$ cat config.mk
export PLATFORM = sky130hd
export DESIGN_NAME = led_ring_level_visualizer_core
export DESIGN_NICKNAME = d
export VERILOG_FILES = /design/src/sv/lrlv_pkg.sv /design/src/sv/lrlv_div.sv /design/src/sv/lrlv_front.sv /design/src/sv/lrlv_back.sv /design/src/sv/led_ring_level_visualizer_core.sv
export SDC_FILE = /design/constraint.sdc
export NUM_CORES = 2
export LEC_CHECK = 0
export ABC_AREA = 1
export BUFFER_PORTS_ARGS = -buffer_cell sky130_fd_sc_hd__buf_2
export CAP_MARGIN = 20
export CORE_MARGIN = 10
export CORE_UTILIZATION = 64
export CTS_CLUSTER_SIZE = 20
export DETAILED_ROUTE_END_ITERATION = 12
export PLACE_DENSITY = 0.89
export REMOVE_ABC_BUFFERS = 1
export SYNTH_ARGS = -nofsm -noshare
export SYNTH_HDL_FRONTEND = slang
export SYNTH_SLANG_ARGS = --single-unit
$ cat constraint.sdc
create_clock -name clk -period 13.95 [get_ports clk]
set_input_delay 2.0925 -clock clk [delete_from_list [all_inputs] [get_ports clk]]
set_output_delay 2.0925 -clock clk [all_outputs]
set_load 0.01 [all_outputs]
$ cat src/sv/lrlv_pkg.sv
// shared types, constants and arithmetic helpers for the led ring visualizer
// no dependencies
`default_nettype none
package lrlv_pkg;

	localparam int MAX_RING_LEDS = 64;
	localparam int LEVEL_MAX     = 1024;
	localparam int CFG_DW        = 8;

	typedef enum logic [1:0] {
		REG_LED_COUNT = 2'd0,
		REG_PEAK      = 2'd1,
		REG_IDLE      = 2'd2,
		REG_RATE      = 2'd3
	} reg_idx_t;

	// one classified frame handed from front to back
	typedef struct packed {
		logic        active;
		logic [10:0] smooth;
		logic [6:0]  count;
		logic [5:0]  phase;
		logic [7:0]  peak;
		logic [7:0]  idle;
	} frame_t;

	typedef enum logic [2:0] {
		BK_IDLE,
		BK_SETUP,
		BK_DIV_SPAN,
		BK_LED,
		BK_DIV_LED,
		BK_EMIT
	} bk_state_t;

	// colour wheel on an 8-bit hue
	function automatic logic [23:0] wheel(input logic [7:0] pos);
		logic [7:0] p;
		logic [9:0] t;
		begin
			if (pos < 8'd85) begin
				t = 10'(pos) * 10'd3;
				wheel = {8'd255 - t[7:0], t[7:0], 8'd0};
			end else if (pos < 8'd170) begin
				p = pos - 8'd85;
				t = 10'(p) * 10'd3;
				wheel = {8'd0, 8'd255 - t[7:0], t[7:0]};
			end else begin
				p = pos - 8'd170;
				t = 10'(p) * 10'd3;
				wheel = {t[7:0], 8'd0, 8'd255 - t[7:0]};
			end
		end
	endfunction

	// x / 255 for x < 65280
	function automatic logic [7:0] div255(input logic [15:0] x);
		logic [16:0] q;
		begin
			q = (17'(x) + 17'd1 + 17'(x >> 8)) >> 8;
			div255 = q[7:0];
		end
	endfunction

endpackage
`default_nettype wire

$ cat src/sv/lrlv_div.sv
// shared restoring divider, one quotient bit per cycle
// depends on nothing
`default_nettype none
module lrlv_div (
	input  wire logic        clk,
	input  wire logic        arst_n,
	input  wire logic        start,
	input  wire logic [15:0] dividend,
	input  wire logic [7:0]  divisor,
	output logic             done,
	output logic [15:0]      quotient
);
	logic [15:0] q_q;
	logic [8:0]  rem_q;
	logic [7:0]  den_q;
	logic [4:0]  cnt_q;
	logic        busy_q;
	logic [9:0]  trial;

	assign trial = {rem_q, q_q[15]} - {2'b0, den_q};

	always_ff @(posedge clk or negedge arst_n) begin
		if (!arst_n) begin
			busy_q <= 1'b0;
			done   <= 1'b0;
			cnt_q  <= '0;
		end else begin
			done <= 1'b0;
			if (start) begin
				busy_q <= 1'b1;
				cnt_q  <= 5'd16;
			end else if (busy_q) begin
				cnt_q <= cnt_q - 5'd1;
				if (cnt_q == 5'd1) begin
					busy_q <= 1'b0;
					done   <= 1'b1;
				end
			end
		end
	end

	always_ff @(posedge clk) begin
		if (start) begin
			q_q   <= dividend;
			rem_q <= '0;
			den_q <= divisor;
		end else if (busy_q) begin
			if (!trial[9]) begin
				rem_q <= trial[8:0];
				q_q   <= {q_q[14:0], 1'b1};
			end else begin
				rem_q <= {rem_q[7:0], q_q[15]};
				q_q   <= {q_q[14:0], 1'b0};
			end
		end
	end

	assign quotient = q_q;
endmodule
`default_nettype wire

$ cat src/sv/lrlv_front.sv
// front part: accepts ticks, updates envelope, phase and miss count
// depends on lrlv_pkg
`default_nettype none
module lrlv_front #(
	parameter int MaxLeds = lrlv_pkg::MAX_RING_LEDS
) (
	input  wire logic              clk,
	input  wire logic              arst_n,
	input  wire logic              in_valid,
	output logic                   in_stall,
	input  wire logic              source_opened,
	input  wire logic              source_failed,
	input  wire logic [10:0]       level,
	input  wire logic [6:0]        ring_leds,
	input  wire logic [7:0]        peak_brightness,
	input  wire logic [7:0]        dim_level,
	input  wire logic [5:0]        frame_rate,
	output logic                   q_valid,
	input  wire logic              q_take,
	output lrlv_pkg::frame_t       q_frame
);
	localparam logic [6:0] MaxC = 7'(MaxLeds > 64 ? 64 : MaxLeds);

	logic [10:0] smooth_q;
	logic [5:0]  phase_q;
	logic [10:0] miss_q;
	// two-entry queue
	lrlv_pkg::frame_t fifo_q [2];
	logic        wr_q, rd_q;
	logic [1:0]  fill_q;

	logic [6:0]  cnt;
	logic [5:0]  ph;
	logic [10:0] miss_n, lvl, s_n, d;
	logic [11:0] up;
	logic [21:0] prod3;
	logic [19:0] prod12;
	logic        act;
	logic [6:0]  ph_inc;
	logic        accept;

	always_comb begin
		cnt = ring_leds;
		if (cnt == 7'd0) cnt = 7'd1;
		if (cnt > MaxC) cnt = MaxC;
		ph = (7'(phase_q) >= cnt) ? 6'd0 : phase_q;
		miss_n = source_opened ? 11'd0 : miss_q;
		if (source_failed && miss_n != 11'd2047) miss_n = miss_n + 11'd1;
		lvl = source_failed ? 11'd0 : level;
		if (lvl > 11'd1024) lvl = 11'd1024;
		up = '0;
		d  = '0;
		prod3  = '0;
		prod12 = '0;
		if (lvl != 11'd0) begin
			if (lvl > smooth_q) begin
				// x/3 as x*683>>11, exact for x up to 2045
				prod3 = 22'(lvl - smooth_q) * 22'd683;
				up = 12'(smooth_q) + 12'(prod3[21:11]) + 12'd1;
				s_n = (up > 12'd1024) ? 11'd1024 : up[10:0];
			end else begin
				d = ((smooth_q - lvl) >> 3) + 11'd1;
				s_n = (d > smooth_q) ? 11'd0 : smooth_q - d;
			end
		end else begin
			// s/12 as (s>>2)/3
			prod12 = 20'(smooth_q >> 2) * 20'd683;
			d = 11'(prod12[19:11]) + 11'd1;
			s_n = (d > smooth_q) ? 11'd0 : smooth_q - d;
		end
		act = (lvl != 11'd0) || (s_n > 11'd8);
		if (14'(miss_n) > 14'(frame_rate) * 14'd30) act = 1'b0;
		ph_inc = 7'(ph) + 7'd1;
		if (ph_inc >= cnt) ph_inc = 7'd0;
	end

	assign in_stall = (fill_q == 2'd2);
	assign accept   = in_valid && !in_stall;
	assign q_valid  = (fill_q != 2'd0);
	assign q_frame  = fifo_q[rd_q];

	always_ff @(posedge clk or negedge arst_n) begin
		if (!arst_n) begin
			smooth_q <= '0;
			phase_q  <= '0;
			miss_q   <= '0;
			wr_q     <= 1'b0;
			rd_q     <= 1'b0;
			fill_q   <= '0;
		end else begin
			if (accept) begin
				smooth_q <= s_n;
				phase_q  <= ph_inc[5:0];
				miss_q   <= miss_n;
				wr_q     <= !wr_q;
			end
			if (q_take && q_valid) rd_q <= !rd_q;
			fill_q <= fill_q + 2'(accept) - 2'(q_take && q_valid);
		end
	end

	always_ff @(posedge clk) begin
		if (accept)
			fifo_q[wr_q] <= '{active: act, smooth: s_n, count: cnt, phase: ph,
				peak: peak_brightness, idle: dim_level};
	end
endmodule
`default_nettype wire

$ cat src/sv/lrlv_back.sv
// back part: renders one frame into per-led color beats
// depends on lrlv_pkg and lrlv_div
`default_nettype none
module lrlv_back (
	input  wire logic         clk,
	input  wire logic         arst_n,
	input  wire logic         q_valid,
	output logic              q_take,
	input  wire lrlv_pkg::frame_t q_frame,
	output logic              out_valid,
	input  wire logic         out_stall,
	output logic [5:0]        led_index,
	output logic [7:0]        red,
	output logic [7:0]        green,
	output logic [7:0]        blue,
	output logic              last_led
);
	lrlv_pkg::bk_state_t st_q, st_n;
	lrlv_pkg::frame_t    f_q;
	logic [7:0]  span_q, amb_q;
	logic [6:0]  i_q;
	logic [7:0]  dist_q, bright_q;
	logic        div_start;
	logic [15:0] div_a;
	logic [7:0]  div_b;
	logic        div_done;
	logic [15:0] div_qt;

	lrlv_div u_div (.clk(clk), .arst_n(arst_n), .start(div_start), .dividend(div_a),
		.divisor(div_b), .done(div_done), .quotient(div_qt));

	logic [17:0] sc;
	logic [7:0]  lit, d0, hue;
	logic [18:0] amb_p;
	logic [6:0]  dd;
	logic [13:0] hoff;
	logic [23:0] rgb;
	logic [8:0]  loc;
	logic [7:0]  b_n;

	always_comb begin
		sc = 18'(f_q.smooth) * 18'(f_q.count) + 18'd1023;
		lit = 8'(sc >> 10);
		if (f_q.active && lit == 8'd0) lit = 8'd1;
		amb_p = 19'(f_q.smooth) * 19'(f_q.idle);
		dd = (i_q > 7'(f_q.phase)) ? i_q - 7'(f_q.phase) : 7'(f_q.phase) - i_q;
		if (dd > (f_q.count >> 1)) dd = f_q.count - dd;
		d0 = 8'(dd);
		hoff = 14'(i_q) << 8;
	end

	// divider is used for span-independent hue offset and brightness falloff
	always_comb begin
		div_start = 1'b0;
		div_a = '0;
		div_b = 8'd1;
		q_take = 1'b0;
		st_n = st_q;
		case (st_q)
			lrlv_pkg::BK_IDLE: if (q_valid) begin
				q_take = 1'b1;
				st_n = lrlv_pkg::BK_SETUP;
			end
			lrlv_pkg::BK_SETUP: st_n = lrlv_pkg::BK_LED;
			lrlv_pkg::BK_LED: begin
				div_start = 1'b1;
				div_a = 16'(hoff);
				div_b = 8'(f_q.count);
				st_n = lrlv_pkg::BK_DIV_SPAN;
			end
			lrlv_pkg::BK_DIV_SPAN: if (div_done) begin
				div_start = 1'b1;
				div_a = 16'(dist_q) * 16'(f_q.peak);
				div_b = span_q;
				st_n = lrlv_pkg::BK_DIV_LED;
			end
			lrlv_pkg::BK_DIV_LED: if (div_done) st_n = lrlv_pkg::BK_EMIT;
			lrlv_pkg::BK_EMIT: if (!out_stall) begin
				if (i_q == f_q.count - 7'd1) st_n = lrlv_pkg::BK_IDLE;
				else st_n = lrlv_pkg::BK_LED;
			end
			default: st_n = lrlv_pkg::BK_IDLE;
		endcase
	end

	logic [7:0] hue_q;
	always_comb begin
		hue = 8'(8'(f_q.phase) * 8'd7 + 8'(div_qt));
		loc = 9'(f_q.peak) - 9'(div_qt[7:0]);
		b_n = amb_q;
		if (f_q.active && dist_q < span_q) begin
			if (loc[7:0] > b_n) b_n = loc[7:0];
		end else if (!f_q.active && dist_q == 8'd0) b_n = f_q.idle;
		rgb = lrlv_pkg::wheel(hue_q);
	end

	assign out_valid = (st_q == lrlv_pkg::BK_EMIT);
	assign led_index = i_q[5:0];
	assign last_led  = (i_q == f_q.count - 7'd1);
	assign red   = lrlv_pkg::div255(16'(rgb[23:16]) * 16'(bright_q));
	assign green = lrlv_pkg::div255(16'(rgb[15:8]) * 16'(bright_q));
	assign blue  = lrlv_pkg::div255(16'(rgb[7:0]) * 16'(bright_q));

	always_ff @(posedge clk or negedge arst_n) begin
		if (!arst_n) begin
			st_q <= lrlv_pkg::BK_IDLE;
			i_q  <= '0;
		end else begin
			st_q <= st_n;
			if (st_q == lrlv_pkg::BK_IDLE) i_q <= '0;
			else if (st_q == lrlv_pkg::BK_EMIT && !out_stall) i_q <= i_q + 7'd1;
		end
	end

	always_ff @(posedge clk) begin
		if (q_take) f_q <= q_frame;
		if (st_q == lrlv_pkg::BK_SETUP) begin
			span_q <= (lit >> 1) + 8'd1;
			amb_q  <= f_q.active ? 8'(amb_p >> 10) : 8'd0;
		end
		if (st_q == lrlv_pkg::BK_LED) dist_q <= d0;
		if (st_q == lrlv_pkg::BK_DIV_SPAN && div_done) hue_q <= hue;
		if (st_q == lrlv_pkg::BK_DIV_LED && div_done) bright_q <= b_n;
	end
endmodule
`default_nettype wire

$ cat src/sv/led_ring_level_visualizer_core.sv
// led ring visualizer top: front classifier, frame queue, back renderer
// each led beat takes two divider passes, hue offset then brightness falloff
// a new led starts only after the previous led beat is taken by the output
// the back renderer takes a new frame only after the last led beat of its frame; two ticks can wait in the queue
// reset: asynchronous, clears envelope, phase, miss count and registers to defaults
`default_nettype none
module led_ring_level_visualizer_core #(
	parameter int MaxRingLeds = lrlv_pkg::MAX_RING_LEDS
) (
	input  wire logic        clk,
	input  wire logic        arst_n,
	input  wire logic        cfg_we,
	input  wire logic [1:0]  cfg_index,
	input  wire logic [7:0]  cfg_data,
	input  wire logic        in_valid,
	output logic             in_stall,
	input  wire logic        source_opened,
	input  wire logic        source_failed,
	input  wire logic [10:0] level,
	output logic             out_valid,
	input  wire logic        out_stall,
	output logic [5:0]       led_index,
	output logic [7:0]       red,
	output logic [7:0]       green,
	output logic [7:0]       blue,
	output logic             last_led
);
	logic [6:0] led_count_q;
	logic [7:0] peak_q, idle_q;
	logic [5:0] rate_q;
	logic       q_valid, q_take;
	lrlv_pkg::frame_t q_frame;

	always_ff @(posedge clk or negedge arst_n) begin
		if (!arst_n) begin
			led_count_q <= 7'd32;
			peak_q      <= 8'd255;
			idle_q      <= 8'd6;
			rate_q      <= 6'd20;
		end else if (cfg_we) begin
			case (lrlv_pkg::reg_idx_t'(cfg_index))
				lrlv_pkg::REG_LED_COUNT: led_count_q <= cfg_data[6:0];
				lrlv_pkg::REG_PEAK:      peak_q <= cfg_data;
				lrlv_pkg::REG_IDLE:      idle_q <= cfg_data;
				lrlv_pkg::REG_RATE:      rate_q <= cfg_data[5:0];
				default: ;
			endcase
		end
	end

	lrlv_front #(.MaxLeds(MaxRingLeds)) u_front (.clk(clk), .arst_n(arst_n),
		.in_valid(in_valid), .in_stall(in_stall), .source_opened(source_opened),
		.source_failed(source_failed), .level(level), .ring_leds(led_count_q),
		.peak_brightness(peak_q), .dim_level(idle_q), .frame_rate(rate_q),
		.q_valid(q_valid), .q_take(q_take), .q_frame(q_frame));

	lrlv_back u_back (.clk(clk), .arst_n(arst_n), .q_valid(q_valid), .q_take(q_take),
		.q_frame(q_frame), .out_valid(out_valid), .out_stall(out_stall),
		.led_index(led_index), .red(red), .green(green), .blue(blue),
		.last_led(last_led));

	// a stalled beat keeps its led index and red value
	a_hold: assert property (@(posedge clk) disable iff (!arst_n)
		out_valid && out_stall |=> out_valid && $stable(led_index) && $stable(red))
		else $error("led beat changed while stalled");
	// queue is only drained when it holds a frame
	a_take: assert property (@(posedge clk) disable iff (!arst_n)
		q_take |-> q_valid) else $error("frame taken from empty queue");
	// the last beat of a frame never carries a phantom index
	a_last: assert property (@(posedge clk) disable iff (!arst_n)
		out_valid && last_led |-> led_index <= 6'(MaxRingLeds - 1))
		else $error("last led index out of range");
endmodule
`default_nettype wire
After elaboration in Yosys (flattened, before gate mapping)
Memories as Yosys holds them, arrays and structs flattened. A register that Yosys moved wholly into a read port is not among the register bits.
Index checks and enable logic that the tools add are counted.
{ "word_totals": {"ram_bits": 82, "latchBits": 0, "rom_bits": 0, "word_cells": 184, "n_memories": 1, "reg_bits": 150, "out_inout_bits": 33} }
{ "memory_table": {"columns": ["memory", "depth", "word_bits", "rd", "rd_ports_with_merged_regs", "write_ports", "line_no", "text"], "rows": [
  ["u_front.fifo_q", 2, 41, 1, 1, 1, "lrlv_front.sv:28", "lrlv_pkg::frame_t fifo_q [2];"]
]} }
{ "classes": {"multipliers": 13, "shift": 0, "div": 0, "mux": 52, "addsub": 34, "eq_ne": 16, "n_reduce_logical": 29, "magnitude_cmp": 16, "n_bitwise": 0} }
{ "op_table": {"columns": ["operator", "n"], "rows": [
  ["2-to-1 mux 11 bit", 9],
  ["adder 16 x 1 -> 16 bit (second input constant)", 3],
  ["adder 16 x 8 -> 16 bit", 3],
  ["multiplier 8 x 8 -> 16 bit", 3],
  ["2-to-1 mux 16 bit", 3],
  ["2-to-1 mux 24 bit", 2],
  ["greater-than comparator 11 bit", 4],
  ["2-to-1 mux 7 bit", 6],
  ["2-to-1 mux 8 bit", 5],
  ["subtractor 11 bit", 3],
  ["one-hot mux 16 bit (2 select lines)", 1],
  ["multiplier 8 x 2 -> 8 bit (second input constant)", 3],
  ["subtractor 8 bit (first input constant)", 3],
  ["multiplier 22 x 10 -> 22 bit (second input constant)", 1],
  ["multiplier 9 x 10 -> 19 bit (second input constant)", 1],
  ["adder 18 x 10 -> 18 bit (second input constant)", 1],
  ["multiplier 11 x 7 -> 18 bit", 1],
  ["multiplier 11 x 8 -> 18 bit", 1],
  ["one-hot mux 3 bit (6 select lines)", 1],
  ["zero test 8 bit", 2],
  ["one-hot mux 8 bit (2 select lines)", 1],
  ["multiplier 7 x 8 -> 15 bit", 1],
  ["greater-than comparator 7 x 6 -> 1 bit", 2],
  ["2-to-1 mux 1 bit", 13],
  ["58 further kinds", 87]
]} }

Logic depth before layout (Yosys ltp)
{ "logic_depth": {"word_depth": 14, "mapped_depth": 54, "depth_no_buf": 53} }

By module
A second synthesis with hierarchy kept.
{ "unflattened": {"cells_unflattened": 5125, "hier_area_um2": 38813.5} }
{ "by_module_without_submodules": {"columns": ["mod", "area_per_inst_um2", "instances", "cells_each", "seq_area_each_um2"], "rows": [
  ["lrlv_back", 22494.1, 1, 3129, 2652.5],
  ["lrlv_front", 12811.0, 1, 1589, 3263.1],
  ["lrlv_div", 2219.6, 1, 276, 1076.0],
  ["led_ring_level_visualizer_core", 1288.7, 1, 131, 742.0]
]} }

Worst setup path after synthesis
Ideal clock, no wire load.
{ "synth_timing": {"path_type": "input port to flip-flop", "startpoint": "input port level[1]", "endpoint": "memory u_front.fifo_q[0][40] (netlist bit) (data pin)", "path_buffers": 0, "required_time_ns": 13.689, "path_stages": 46, "t_arrival_ns": 9.343, "setup_slack_ns": 4.346, "cell_sequence": "o21ai_0 > nand4_1 > o21ai_2 > inv_1 > nor2_1 > ha_1 > a21o_1 > o21bai_1 > a21oi_1 > o21ai_0 > xnor2_1 > inv_1 > ha_1 > ha_1 > inv_1 > xor2_1 > fa_1 > fa_1 > [10 not listed] > a21oi_1 > o21bai_1 > xor2_1 > ha_1 > nand2_1 > inv_1 > a21oi_1 > nand4_1 > nand3_1 > nor2_1 > nand2_1 > nand2_1 > nand2_1 > nand2_1 > a21oi_1 > nand3_1 > nor2_1 > a21oi_1"} }
{ "synth_via": {"elab_chain_len": 14, "word_cells_on_any_way": 21, "classes_between": "add/sub (6); mul (1); order compare (5); mux (7); reduce/logical (2)"} }
{ "synth_lines": {"columns": ["element", "line_no", "text"], "rows": [
  ["start, declared", "led_ring_level_visualizer_core.sv:19", "input wire logic [10:0] level,"],
  ["2-to-1 mux 11 bit (*)", "lrlv_front.sv:49", "lvl = source_failed ? 11'd0 : level;"],
  ["greater-than comparator 11 bit", "lrlv_front.sv:50", "if (lvl > 11'd1024) lvl = 11'd1024;"],
  ["2-to-1 mux 11 bit (*)", "lrlv_front.sv:50", null],
  ["subtractor 11 x 11 -> 12 bit", "lrlv_front.sv:58", "prod3 = 22'(lvl - smooth_q) * 22'd683;"],
  ["multiplier 22 x 10 -> 22 bit", "lrlv_front.sv:58", null],
  ["adder 11 x 11 -> 12 bit", "lrlv_front.sv:59", "up = 12'(smooth_q) + 12'(prod3[21:11]) + 12'd1;"],
  ["adder 12 x 1 -> 12 bit", "lrlv_front.sv:59", null],
  ["greater-than comparator 12 x 11 -> 1 bit", "lrlv_front.sv:60", "s_n = (up > 12'd1024) ? 11'd1024 : up[10:0];"],
  ["2-to-1 mux 11 bit", "lrlv_front.sv:60", null],
  ["2-to-1 mux 11 bit", "lrlv_front.sv:56", "if (lvl > smooth_q) begin"],
  ["2-to-1 mux 11 bit", "lrlv_front.sv:55", "if (lvl != 11'd0) begin"],
  ["greater-than comparator 11 x 4 -> 1 bit", "lrlv_front.sv:71", "act = (lvl != 11'd0) || (s_n > 11'd8);"],
  ["logical OR 1 bit (*)", "lrlv_front.sv:71", null],
  ["2-to-1 mux 1 bit (*)", "lrlv_front.sv:72", "if (14'(miss_n) > 14'(frame_rate) * 14'd30) act = 1'b0;"],
  ["named net u_front.act", "lrlv_front.sv:38", "logic act;"],
  ["end, declared", "lrlv_front.sv:28", null]
]} }
The timed path passes the listed nets; every way through them passes the cells marked *.

Final worst setup path
{ "layout_timing": {"startpoint": "register u_back.hue_q[2]", "endpoint": "output port red[4]"} }
{ "layout_via": {"elab_chain_len": 7, "word_cells_on_any_way": 11, "classes_between": "add/sub (4); mul (3); order compare (2); mux (2)"} }
{ "layout_lines": {"columns": ["element", "line_no", "text"], "rows": [
  ["start, declared", "lrlv_back.sv:86", "logic [7:0] hue_q;"],
  ["start signal, assigned", "lrlv_back.sv:122", "if (st_q == lrlv_pkg::BK_DIV_SPAN && div_done) hue_q <= hue;"],
  ["subtractor 8 bit", "lrlv_pkg.sv:49", "p = pos - 8'd170;"],
  ["multiplier 8 x 2 -> 8 bit", "lrlv_pkg.sv:50", "t = 10'(p) * 10'd3;"],
  ["2-to-1 mux 24 bit", "lrlv_pkg.sv:44", "end else if (pos < 8'd170) begin"],
  ["2-to-1 mux 24 bit (*)", "lrlv_pkg.sv:41", "if (pos < 8'd85) begin"],
  ["multiplier 8 x 8 -> 16 bit (*)", "lrlv_back.sv:100", "assign red = lrlv_pkg::div255(16'(rgb[23:16]) * 16'(bright_q));"],
  ["adder 16 x 1 -> 16 bit", "lrlv_pkg.sv:60", "q = (17'(x) + 17'd1 + 17'(x >> 8)) >> 8;"],
  ["adder 16 x 8 -> 16 bit (*)", "lrlv_pkg.sv:60", null],
  ["end, declared", "led_ring_level_visualizer_core.sv:23", "output logic [7:0] red,"]
]} }
Mark *: on every way between the ends. The rest lies on a longest branch, timed or not.

==> flow_summary.json <==
{
  "worstSetupStartpointType": "flip-flop",
  "worst_path_most_repeated_cell": "nand2_1",
  "grt_usage_pct": 25.6,
  "post_dp_cell_area_um2": 37500,
  "critPathCaptureType": "output pin",
  "dpl.hpwl_mm": 67.1,
  "fin_util_pct": 68.2,
  "place_inst": 5265,
  "synthesis.area_um2": 36600,
  "timing.fmax_ghz": 0.0900,
  "syn_area_per_cell_um2": 8.07,
  "grt_first_pass_wirelength_mm": 144,
  "crit_start": "u_back.hue_q[2]$_DFFE_PP_",
  "cts_setup_buffers": 0,
  "clk_pin_slew_ns": 0.07,
  "cp_top_family": "adder cells",
  "syn_inst": 4533,
  "portBuffers": 60,
  "cts_max_path_buffers": 3,
  "final_nets": 5404,
  "cts_sinks": 273,
  "setup_viol": 0,
  "ff2ff_path_depth": 42,
  "crit_arrival_ns": 9.01,
  "vias": 30000,
  "cts_buffers": 27,
  "n_antenna_cell": 0,
  "cts_tree": "done",
  "fp.dieArea_um2": 67100,
  "worst_path_largest_cell_delay_ns": 0.57,
  "max_cap_violations": 0,
  "gp_congestion": 0.945,
  "finalMaxSlewViolations": 0,
  "grt_max_degree": 56,
  "fin_setup_tns_ns": 0,
  "async_flop_share_pct": 28.6,
  "final.fill_count": 4248,
  "rows": 87,
  "path_depth": 43,
  "ys_ff_latch": 273,
  "clock-skew-final_ns": 0.0170,
  "hold_depth": 2,
  "synthFlopType": "edfxtp_1",
  "rsz0062_at_grt": "no",
  "drive_above_1_share_pct": 5.26,
  "regToRegStartpoint": "u_front.smooth_q[9]$_DFFE_PN0P_",
  "wl_mm": 85.7,
  "root_buffer": "clkbuf_16",
  "min_path_type": "flip-flop to flip-flop",
  "hold_viol_final": 0,
  "synth_cell_types": 70,
  "crit_type": "flip-flop to output pin",
  "h-tree-depth": 1,
  "ys.warnings.count": 0,
  "post_cts_resized": 0,
  "rr_endpoint": "u_front.fifo_q[0][40]$_DFFE_PP_",
  "period_share_pct": 79.6,
  "clk_latency_ns": 0.57,
  "crit_buf_inv": 9,
  "drt_iter0_markers": 2431,
  "crit_required_ns": 11.86,
  "wl_per_cell_um": 16.1,
  "ff2ff_setup_slack_ns": 4.95,
  "hold_buffers": 0,
  "hp-start": "u_front.miss_q[10]$_DFFE_PN0P_",
  "hold_end": "u_front.miss_q[10]$_DFFE_PN0P_",
  "antenna_found_initial": 0,
  "layout.cells.non_filler": 5315,
  "synth_edf_count": 186,
  "die_width_um": 259,
  "grt_pass1_vias": 30800,
  "status": "completed",
  "coreArea_um2": 56500,
  "postRouteAntennaNets": 0,
  "start_util_pct": 64.7,
  "drc_errors": 0,
  "slew_headroom_pct": 31.8,
  "cp_slowest_cell": "edfxtp_1",
  "ys_seq_area_share_pct": 21.1,
  "num_io_pins": 61,
  "period_needed_ns": 11.11,
  "viasPerCell": 5.64,
  "firstDrtPassIters": 6,
  "area_delta_synth_final_pct": 5.39,
  "crit_fanout": 9,
  "overflow": 0,
  "die_h_um": 259,
  "design_area_um2": 38500,
  "tightest_slew_ns": 1.02
}
worst register-to-register path: cells and delay by family (launching register included):
family	cells	cell delay [ns]
AOI/OAI and AO/OA	6	1.01
xor gates and xnor gates	2	0.48
adders and majority gates	8	3.38
buffers and inverters	6	0.76
DFF	1	0.70
and+or+nand+nor	20	2.47
flip-flops by register name (all words and copies together) (netlist names), 6 cells and up:
name,count
u_front.miss_q,11
u_back.u_div.den_q,8
u_back.f_q,41
u_back.span_q,8
u_back.bright_q,8
u_back.dist_q,7
u_back.hue_q,8
led_count_q,7
u_back.u_div.quotient,16
idle_q,8
u_front.smooth_q,11
rate_q,6
u_front.fifo_q,82
u_back.i_q,7
u_front.phase_q,6
u_back.amb_q,8
u_back.u_div.rem_q,9
peak_q,8
worst max-delay path by stage:
stage,end,slack (ns)
floorplan,u_front.fifo_q[0][40]$_DFFE_PP_,4.35
global placement,u_front.fifo_q[0][40]$_DFFE_PP_,3.44
detailed placement,u_front.fifo_q[0][40]$_DFFE_PP_,3.14
CTS,blue[6],2.87
global route,blue[6],2.16
finish,red[4],2.84
cell families (layout without fill, tap and decap cells):
family / after synthesis / count (layout) / synth area share, %
multiplexers: 42 / 42 / 1.29
adder cells (fa/ha/maj): 838 / 838 / 35.3
flip-flops: 273 / 273 / 21.1
AO/OA/AOI/OAI: 599 / 599 / 9.19
buffers and inverters: 1089 / 1115 / 11.3
XOR/XNOR: 211 / 211 / 5.21
AND/OR/NAND/NOR: 1481 / 1481 / 16.5
cells in the final DEF, fill, tap and decap left out, types with 33 or more instances in the layout:
master    count
buf_2        59
fa_1        324
ha_1        514
inv_1       983
nand3_1     123
mux2_2       42
nand2_1     905
edfxtp_1    186
nor2_1      328
xor2_1      145
a21oi_1     238
o21ai_0     196
nand4_1      33
xnor2_1      60
dfrtp_1      65
Yosys cell counts, types with 4 or more instances:
library cell | instances | area [um2]
xor2_1 | 145 | 1270
xnor2_1 | 60 | 526
a31oi_1 | 9 | 56.3
nand3b_1 | 5 | 37.5
o21bai_1 | 23 | 173
mux2_2 | 42 | 473
a21oi_1 | 239 | 1200
buf_2 | 8 | 40.0
and2_1 | 5 | 31.3
nand3_1 | 123 | 616
o21ai_0 | 196 | 981
o21ai_1 | 25 | 125
clkinv_1 | 4 | 15.0
o21a_1 | 12 | 90.1
ha_1 | 514 | 6430
a21o_1 | 14 | 105
edfxtp_1 | 186 | 5590
a211oi_1 | 6 | 45.0
buf_4 | 10 | 75.1
or2_1 | 4 | 25.0
nand2_2 | 12 | 75.1
nor4_1 | 7 | 43.8
o22ai_1 | 19 | 119
buf_1 | 5 | 18.8
dfxtp_1 | 9 | 180
inv_2 | 10 | 37.5
o211ai_1 | 9 | 67.6
dfrtp_1 | 65 | 1630
o31ai_1 | 7 | 52.6
nor3_1 | 31 | 155
nand4_1 | 33 | 206
dfstp_2 | 13 | 342
or2_2 | 9 | 56.3
xor2_2 | 4 | 65.1
fa_1 | 324 | 6490
a21boi_0 | 4 | 30.0
a22oi_1 | 7 | 52.6
nor2_2 | 5 | 31.3
nand2_1 | 905 | 3400
nor2_1 | 330 | 1240
o21ai_2 | 8 | 70.1
clkbuf_1 | 68 | 255
inv_1 | 983 | 3690
final cells by class:
| type | instances | area, um2 | area share, % |
|---|---|---|---|
| clock inverters | 21 | 317 | 0.821 |
| well taps | 756 | 946 | 2.45 |
| flip-flops and latches | 273 | 7730 | 20.1 |
| repair buffers | 68 | 375 | 0.974 |
| multi-input cells | 3171 | 24700 | 64.1 |
| inverters | 997 | 3740 | 9.71 |
| clock buffers | 29 | 704 | 1.83 |
per-stage QoR:
stage | hold slack, ns | setup WS, ns
finish | 0.483 | 2.84
global route | 0.512 | 2.16
CTS | 0.485 | 2.87
detailed placement | 0.467 | 3.14
global placement | 0.461 | 3.44
floorplan | 0.437 | 4.35
per-layer routing:
metal	up-vias	global-route usage (%)	part of all wire (%)	wire, um
met5	-	0	0	0
met4	0	9.64	3.8	3270
met3	285	3.16	7.2	6180
met2	1190	45.5	49	42300
met1	14200	31.2	40	33900
li1	14300	-	-	-
Power is not shown: default switching activity piles up to over one toggle a cycle in this logic, so the estimate is an artifact.
